==> src/hw/rtl/chte_pkg.sv <==
// ----------------------------------------------------------------------------
// Chained hash table engine package
// Shared types, codes and default sizes for the chained hash table engine.
// ----------------------------------------------------------------------------
`default_nettype none

package chte_pkg;

  // Default sizes of the table.
  localparam int MAX_BUCKETS_DEF = 64;
  localparam int POOL_NODES_DEF  = 256;
  localparam int DEFAULT_BUCKETS = 16;

  // Operation codes.
  localparam logic [1:0] OP_LOOKUP = 2'd0;
  localparam logic [1:0] OP_INSERT = 2'd1;
  localparam logic [1:0] OP_REMOVE = 2'd2;

  // Status codes.
  localparam logic [1:0] ST_OK     = 2'd0;
  localparam logic [1:0] ST_ABSENT = 2'd1;
  localparam logic [1:0] ST_FULL   = 2'd2;

  typedef struct packed {
    logic [1:0]  opcode;
    logic [31:0] key;
    logic [31:0] value;
  } cmd_t;

  typedef struct packed {
    logic [1:0]  status;
    logic [31:0] found_value;
    logic [8:0]  entry_count;
  } rsp_t;

  // Controller states.
  typedef enum logic [3:0] {
    S_CLEAR,
    S_IDLE,
    S_MOD,
    S_HEAD,
    S_READ,
    S_CMP,
    S_LINK,
    S_DECIDE,
    S_UPD1,
    S_UPD2,
    S_DONE
  } state_t;

  // Commands from the controller to the datapath.
  typedef struct packed {
    logic clear_step;
    logic clear_all;
    logic load;
    logic mod_step;
    logic head_rd;
    logic node_rd;
    logic advance;
    logic upd1;
    logic upd2;
    logic respond;
  } ctl_t;

  // Status from the datapath to the controller.
  typedef struct packed {
    logic clear_last;
    logic mod_done;
    logic cur_nil;
    logic stop;
  } sts_t;

endpackage

`default_nettype wire

==> src/hw/rtl/chte_ctrl.sv <==
// ----------------------------------------------------------------------------
// Chained hash table engine controller
// Sequences the clearing pass, bucket reduction, chain walk and update.
// ----------------------------------------------------------------------------
`default_nettype none

module chte_ctrl (
  input  wire logic          clk,
  input  wire logic          rst,
  input  wire logic          start,
  input  wire logic          cfg_valid,
  input  wire chte_pkg::sts_t sts,
  output chte_pkg::ctl_t     ctl,
  output logic               busy,
  output logic               cfg_ready
);
  import chte_pkg::*;

  state_t state, state_next;

  // State register.
  always_ff @(posedge clk) begin
    if (rst) state <= S_CLEAR;
    else     state <= state_next;
  end

  // Next state and commands.
  always_comb begin
    state_next = state;
    ctl        = '0;
    busy       = 1'b1;
    cfg_ready  = 1'b0;
    case (state)
      S_CLEAR: begin
        ctl.clear_step = 1'b1;
        if (sts.clear_last) state_next = S_IDLE;
      end
      S_IDLE: begin
        // A pending configuration write takes the idle slot, so commands wait.
        busy      = cfg_valid;
        cfg_ready = 1'b1;
        if (cfg_valid) begin
          ctl.clear_all = 1'b1;
          state_next    = S_CLEAR;
        end else if (start) begin
          ctl.load   = 1'b1;
          state_next = S_MOD;
        end
      end
      S_MOD: begin
        if (sts.mod_done) state_next = S_HEAD;
        else ctl.mod_step = 1'b1;
      end
      S_HEAD: begin
        ctl.head_rd = 1'b1;
        state_next  = S_READ;
      end
      S_READ: begin
        if (sts.cur_nil) state_next = S_DECIDE;
        else begin
          ctl.node_rd = 1'b1;
          state_next  = S_CMP;
        end
      end
      S_CMP: begin
        if (sts.stop) state_next = S_DECIDE;
        else state_next = S_LINK;
      end
      S_LINK: begin
        ctl.advance = 1'b1;
        state_next  = S_READ;
      end
      S_DECIDE: begin
        ctl.upd1   = 1'b1;
        state_next = S_UPD2;
      end
      S_UPD2: begin
        ctl.upd2   = 1'b1;
        state_next = S_DONE;
      end
      S_DONE: begin
        ctl.respond = 1'b1;
        state_next  = S_IDLE;
      end
      default: state_next = S_IDLE;
    endcase
  end

endmodule

`default_nettype wire

==> config.mk <==
export PLATFORM = sky130hd
export DESIGN_NAME = chte_ctrl
export DESIGN_NICKNAME = d
export VERILOG_FILES = /design/src/hw/rtl/chte_pkg.sv /design/src/hw/rtl/chte_ctrl.sv
export SDC_FILE = /design/constraint.sdc
export NUM_CORES = 1
export LEC_CHECK = 0
export ABC_AREA = 1
export ABC_CLOCK_PERIOD_IN_PS = 1390
export BUFFER_PORTS_ARGS = -buffer_cell sky130_fd_sc_hd__buf_2
export CELL_PAD_IN_SITES_DETAIL_PLACEMENT = 0
export CELL_PAD_IN_SITES_GLOBAL_PLACEMENT = 1
export CORE_UTILIZATION = 28
export CTS_BUF_LIST = sky130_fd_sc_hd__clkbuf_4
export DETAILED_ROUTE_END_ITERATION = 7
export HOLD_SLACK_MARGIN = 0.08
export PLACE_DENSITY = 0.84
export RECOVER_POWER = 100
export SYNTH_ARGS = -nofsm -noshare
export SYNTH_HDL_FRONTEND = slang
export SYNTH_SLANG_ARGS = --single-unit
==> constraint.sdc <==
create_clock -name clk -period 1.39 [get_ports clk]
set_clock_uncertainty 0.1 [all_clocks]
set_input_delay 0.0695 -clock clk [delete_from_list [all_inputs] [get_ports clk]]
set_output_delay 0.0695 -clock clk [all_outputs]
set_load 0.02 [all_outputs]
==> results of run 1 <==
-- cell type report --
cell class,count,area share (%)
Multi-Input combinational cell,49,46.5
Timing Repair Buffer,24,23.6
Sequential cell,4,14.9
Inverter,14,8.48
Clock buffer,3,3.64
Tap cell,14,2.83
-- power groups by stage --
stage          Sequential [mW]  Combinational (mW)  Clock (mW)
2_1_floorplan            0.156               0.216           0
3_3_place_gp             0.161               0.303           0
3_5_place_dp             0.162               0.298           0
4_1_cts                  0.167               0.307       0.146
5_1_grt                  0.178               0.378       0.155
6_report                 0.174               0.344       0.139
-- routing by layer --
metal  up-vias  track usage (%)
met1       222             19.0
met3         0             7.51
met2        12             22.5
met4         0             2.59
met5         -                0
li1        261                -
-- synth_stat cells --
library cell	n	area, µm²
a21oi_1	1	5.00
a21oi_2	2	17.5
dfxtp_1	4	80.1
inv_1	11	41.3
inv_2	3	11.3
nand2_1	16	60.1
nand3_1	5	25.0
nand3_2	1	10.0
nand3b_1	2	15.0
nand3b_2	1	11.3
nor2_1	13	48.8
nor2_2	3	18.8
nor2_4	1	11.3
nor3_1	3	15.0
o211ai_1	1	7.51
-- critical path, cell delays in order, from the launching register on --
cell     delay, ns
dfxtp_4       0.35
nor2_4        0.23
nand3_2       0.14
nor2_1        0.10
buf_4         0.14
-- cells by family after synthesis --
family / share of synthesized area [%]
AO/OA/AOI/OAI: 7.95
flip-flops: 21.2
AND/OR/NAND/NOR: 57.0
buffers and inverters: 13.9
-- timing repair --
action,in CTS,in global routing
hold endpoints to repair,4,0
endpoints found under the setup margin,8,8
hold buffers,2,0
gates resized for setup,5,15
pin swaps,0,1
buffers inserted,0,2
-- placed cells by master, fill, tap and decap left out --
cell,count
nor2_1,11
nand2_2,1
nor2_2,2
buf_4,7
inv_2,4
nor2_4,4
nand3b_1,2
o211ai_1,1
nor3_1,2
clkbuf_4,3
buf_2,14
dfxtp_2,1
nand3_2,1
nor3_4,1
nand3_1,5
clkbuf_1,1
nand2_1,15
a21oi_1,1
inv_1,10
a21oi_2,2
nand3b_4,1
dlygate4sd3_1,2
dfxtp_4,3
-- worst max-delay path by stage --
stage / start / end / slack, ns / cells after the start
finish: state[2] / ctl[7] / 0.04 / 4
global route: state[2] / ctl[7] / -0.04 / 4
CTS: state[0] / ctl[2] / 0.001 / 4
detailed placement: state[1] / state[1] / 0.01 / 7
global placement: state[1] / state[1] / 0.01 / 7
floorplan: state[1] / state[0] / 0.04 / 5
-- metrics by stage --
stage	hold WS, ns	utilization, %
floorplan	0.0319	-
global placement	0.173	42.4
detailed placement	0.176	42.4
CTS	0.154	47.2
global route	0.184	52.2
finish	0.156	52.2
==> results.toml, run 1 <==
[cts]
clock_latency_ns = 0.23
clock-sinks = 4
clk_pin_slew_ns = 0.04
cts_buffer_depth = 2
root_buffer = "clkbuf_4"
cts_tree = "yes"
h-tree-depth = 1
cts_buffers = 3

[detailed_routing]
wl_per_cell_um = 9.93
met2_wirelength_um = 510
firstDrtPassIters = 4
remaining_drc_errors = 0
wirelength_um = 1070
top_layer = "met3"
dr_total_vias = 495
routed-wl-met3_um = 51
drt_iter0_markers = 3
wl_met1_um = 510
routed_via_density = 4.58
drtAntennaViolNets = 0

[floorplanning]
rows = 12
ios = 20
die_area_um2 = 1500
initial_core_util_pct = 31.9
core_um2 = 1190
die_y_um = 38.7
fp.dieW_um = 38.7

[logic_synthesis]
ys_ff_latch = 4
seq_area_frac_synth_pct = 21.2
synth_cells = 67
yosysWarnings = 0
syn_area_um2 = 378
avgSynthCellArea_um2 = 5.64
syn-num-nets = 75
ys_types = 15

[layout]
largest_reg_flops = 4
top_regs = "state: 4 flops"
final_area_um2 = 619
area_growth_pct = 63.9
insertedDiodeCount = 0
final_cells = 108
fin_nets = 104
nFillCells = 121
seq_area_um2 = 92.6
top_register = "state"
multi_input_area_um2 = 288
drive_gt1_share_pct = 46.8

[setup_path]
cp_data_required_time_ns = 1.22
cp_max_fo = 7
reg2reg_to = "state[1]"
crit_type = "reg2out"
end_kind = "output pin"
reg2reg_from = "state[2]"
arrival_ns = 1.18
reg2reg_depth = 8
rrSetupSlack_ns = 0.09
worstSetupStartpointType = "register"

[global_routing]
grt_pass1_wl_um = 1520
grt_max_degree = 8
antenna_found_initial = 0
grt_usage_pct = 14.9
grt-ovfl-total = 0
grt_pass1_vias = 392

[pwr]
comb_power_share_pct = 52.3
irDropWorstVdd_mv = 0.450
total_power_mw = 0.658
p_sw_share_pct = 44.7
p_leak_nw = 0.368
sequentialPowerShare_pct = 26.5
p_int_mw = 0.364
p_per_area_nw_per_um2 = 1060
p_switching_mw = 0.294
pwr-share-clk_pct = 21.2

[place]
place.gp.congestion = 0.821
dpl.hpwl_um = 825
post-place-ws_ns = 0.0127
io_buffers = 19
placed_cell_area_um2 = 503
dp_cells = 101

[worst_hold_path]
min_path_type = "in2reg"
hold_depth = 5
hp-start = "sts[0]"
whs_endpoint = "state[0]"

[timing]
period_share_pct = 97.4
fin_tns_setup_ns = 0
fmax_mhz = 738
max_slew_margin_pct = 83.4
rsz0062_at_grt = "yes"
fin_crit_ns = 1.35
slew_viol_final = 0
timing.final.hold_violations = 0
setup_viol = 0
worst_slew_pin_slew_ns = 0.250
fin_ws_ns = 0.0359

[flow_run]
max-cap-violations = 0

[outcome]
status = "completed"
Note: power is estimated with default switching activity, not from simulation.
==> run 2: changes to the inputs <==
==> constraint.sdc (replaced) <==
create_clock -name clk -period 1.39 [get_ports clk]
set_clock_uncertainty 0.1 [all_clocks]
set_input_delay 0.0695 -clock clk [delete_from_list [all_inputs] [get_ports clk]]
set_output_delay 0.0695 -clock clk [all_outputs]
set_load 0.01 [all_outputs]
==> results.toml, run 2 (same netlist as run 1, synthesis figures left out) <==
[outcome]
status = "completed"

[cts]
cts_buffer_depth = 2
clock-sinks = 4
h-tree-depth = 1
cts_buffers = 3
clk_pin_slew_ns = 0.04
cts_tree = "yes"
clock_latency_ns = 0.24
root_buffer = "clkbuf_4"

[place]
dp_cells = 100
post-place-ws_ns = 0.0369
dpl.hpwl_um = 780
place.gp.congestion = 0.805
io_buffers = 19

[global_routing]
grt_util_met1_pct = 20.3
grt_pass1_vias = 402
grt_pass1_wl_um = 1610
grt_usage_pct = 16.3
grt_util_met3_pct = 5.20
grt-ovfl-total = 0
grtUsageMet2_pct = 23.8
antenna_found_initial = 0
grt_max_degree = 8
top_usage_layer = "met2"

[pwr]
p_int_mw = 0.342
sequentialPowerShare_pct = 28.9
irDropWorstVdd_mv = 0.459
total_power_mw = 0.605
p_switching_mw = 0.263
p_per_area_nw_per_um2 = 1060
comb_power_share_pct = 45.7
p_sw_share_pct = 43.5
pwr-share-clk_pct = 25.4
p_leak_nw = 0.333

[floorplanning]
initial_core_util_pct = 31.9
core_um2 = 1190
rows = 12
die_area_um2 = 1500
fp.dieW_um = 38.7
die_y_um = 38.7
ios = 20

[detailed_routing]
wl_per_cell_um = 9.78
drtAntennaViolNets = 0
remaining_drc_errors = 0
wirelength_um = 1040
firstDrtPassIters = 4
drt_iter0_markers = 6
routed_via_density = 4.59
dr_total_vias = 487

[setup_path]
arrival_ns = 1.18
crit_type = "reg2out"
cp_max_fo = 7
cp_data_required_time_ns = 1.22
end_kind = "output pin"
worstSetupStartpointType = "register"

[timing]
fin_ws_ns = 0.0411
setup_viol = 0
fin_crit_ns = 1.35
worst_slew_pin_slew_ns = 0.242
max_slew_margin_pct = 83.7
period_share_pct = 97.0
slew_viol_final = 0
timing.final.hold_violations = 0
fmax_mhz = 741

[layout]
drive_gt1_share_pct = 40.2
top_regs = "state: 4 flops"
largest_reg_flops = 4
top_register = "state"
final_common_cell = "nand2_1"
fin_nets = 102
final_cell_mix = "nand2_1, buf_2, nor2_1, inv_1, nand3_1"
area_growth_pct = 51.0
final_cells = 106
nFillCells = 127
insertedDiodeCount = 0

[flow_run]
max-cap-violations = 0

[worst_hold_path]
min_path_type = "in2reg"
[run 2: cell count changes in the layout (fill, tap and decap cells not counted), sizes merged]
cell	before	now
buf	21	14
clkbuf	4	9
[run 2: routing by layer]
metal	up-vias	part of all wire [%]
met5	-	0
met4	0	1.4
met3	2	5.1
met2	15	45
met1	206	48
li1	264	-
[run 2: cell type report]
cell class / instances / area [µm²] / area share, %
tap: 14 / 17.5 / 3.07
timing repair buffer: 22 / 118 / 20.6
inverter: 14 / 52.6 / 9.21
clock buffer: 3 / 22.5 / 3.95
sequential: 4 / 92.6 / 16.2
multi-input combinational: 49 / 268 / 46.9
[run 2: per-stage QoR]
| step | area [µm²] | utilization, % | hold WS (ns) | TNS [ns] |
|---|---|---|---|---|
| final | 571 | 48.1 | 0.143 | 0 |
| after global routing | 571 | 48.1 | 0.181 | -0.00631 |
| after CTS | 537 | 45.3 | 0.144 | 0 |
| after detailed placement | 490 | 41.4 | 0.173 | 0 |
| after global placement | 490 | 41.4 | 0.174 | 0 |
| after floorplan | 378 | - | 0.0319 | 0 |
[run 2: worst paths after layout]
kind                 start       end  slack, ns  cells past startpoint
hold / removal      sts[3]  state[0]       0.14                      4
setup / recovery  state[1]    ctl[6]       0.04                      5
hold reg to reg   state[3]  state[2]       0.53                      3
setup reg to reg  state[2]  state[1]       0.12                      7
[run 2: power groups by stage]
stage | clock network, mW | registers [mW] | logic, mW
finish | 0.154 | 0.175 | 0.277
global route | 0.163 | 0.177 | 0.309
CTS | 0.153 | 0.164 | 0.260
detailed placement | 0 | 0.163 | 0.255
global placement | 0 | 0.161 | 0.261
floorplan | 0 | 0.156 | 0.184
[run 2: critical path, cell delays in order (launching register included)]
cell      delay (ns)
dfxtp_4         0.39
inv_1           0.10
nor2_4          0.12
nand3b_2        0.13
inv_1           0.07
buf_2           0.12
[run 2: what timing repair did]
item                       4_1_cts  5_1_grt
pin swaps                        0        2
buffers inserted                 0        1
resized for setup                3       10
hold endpoints to repair         4        0
hold buffers                     2        0
setup endpoints to repair        8        7
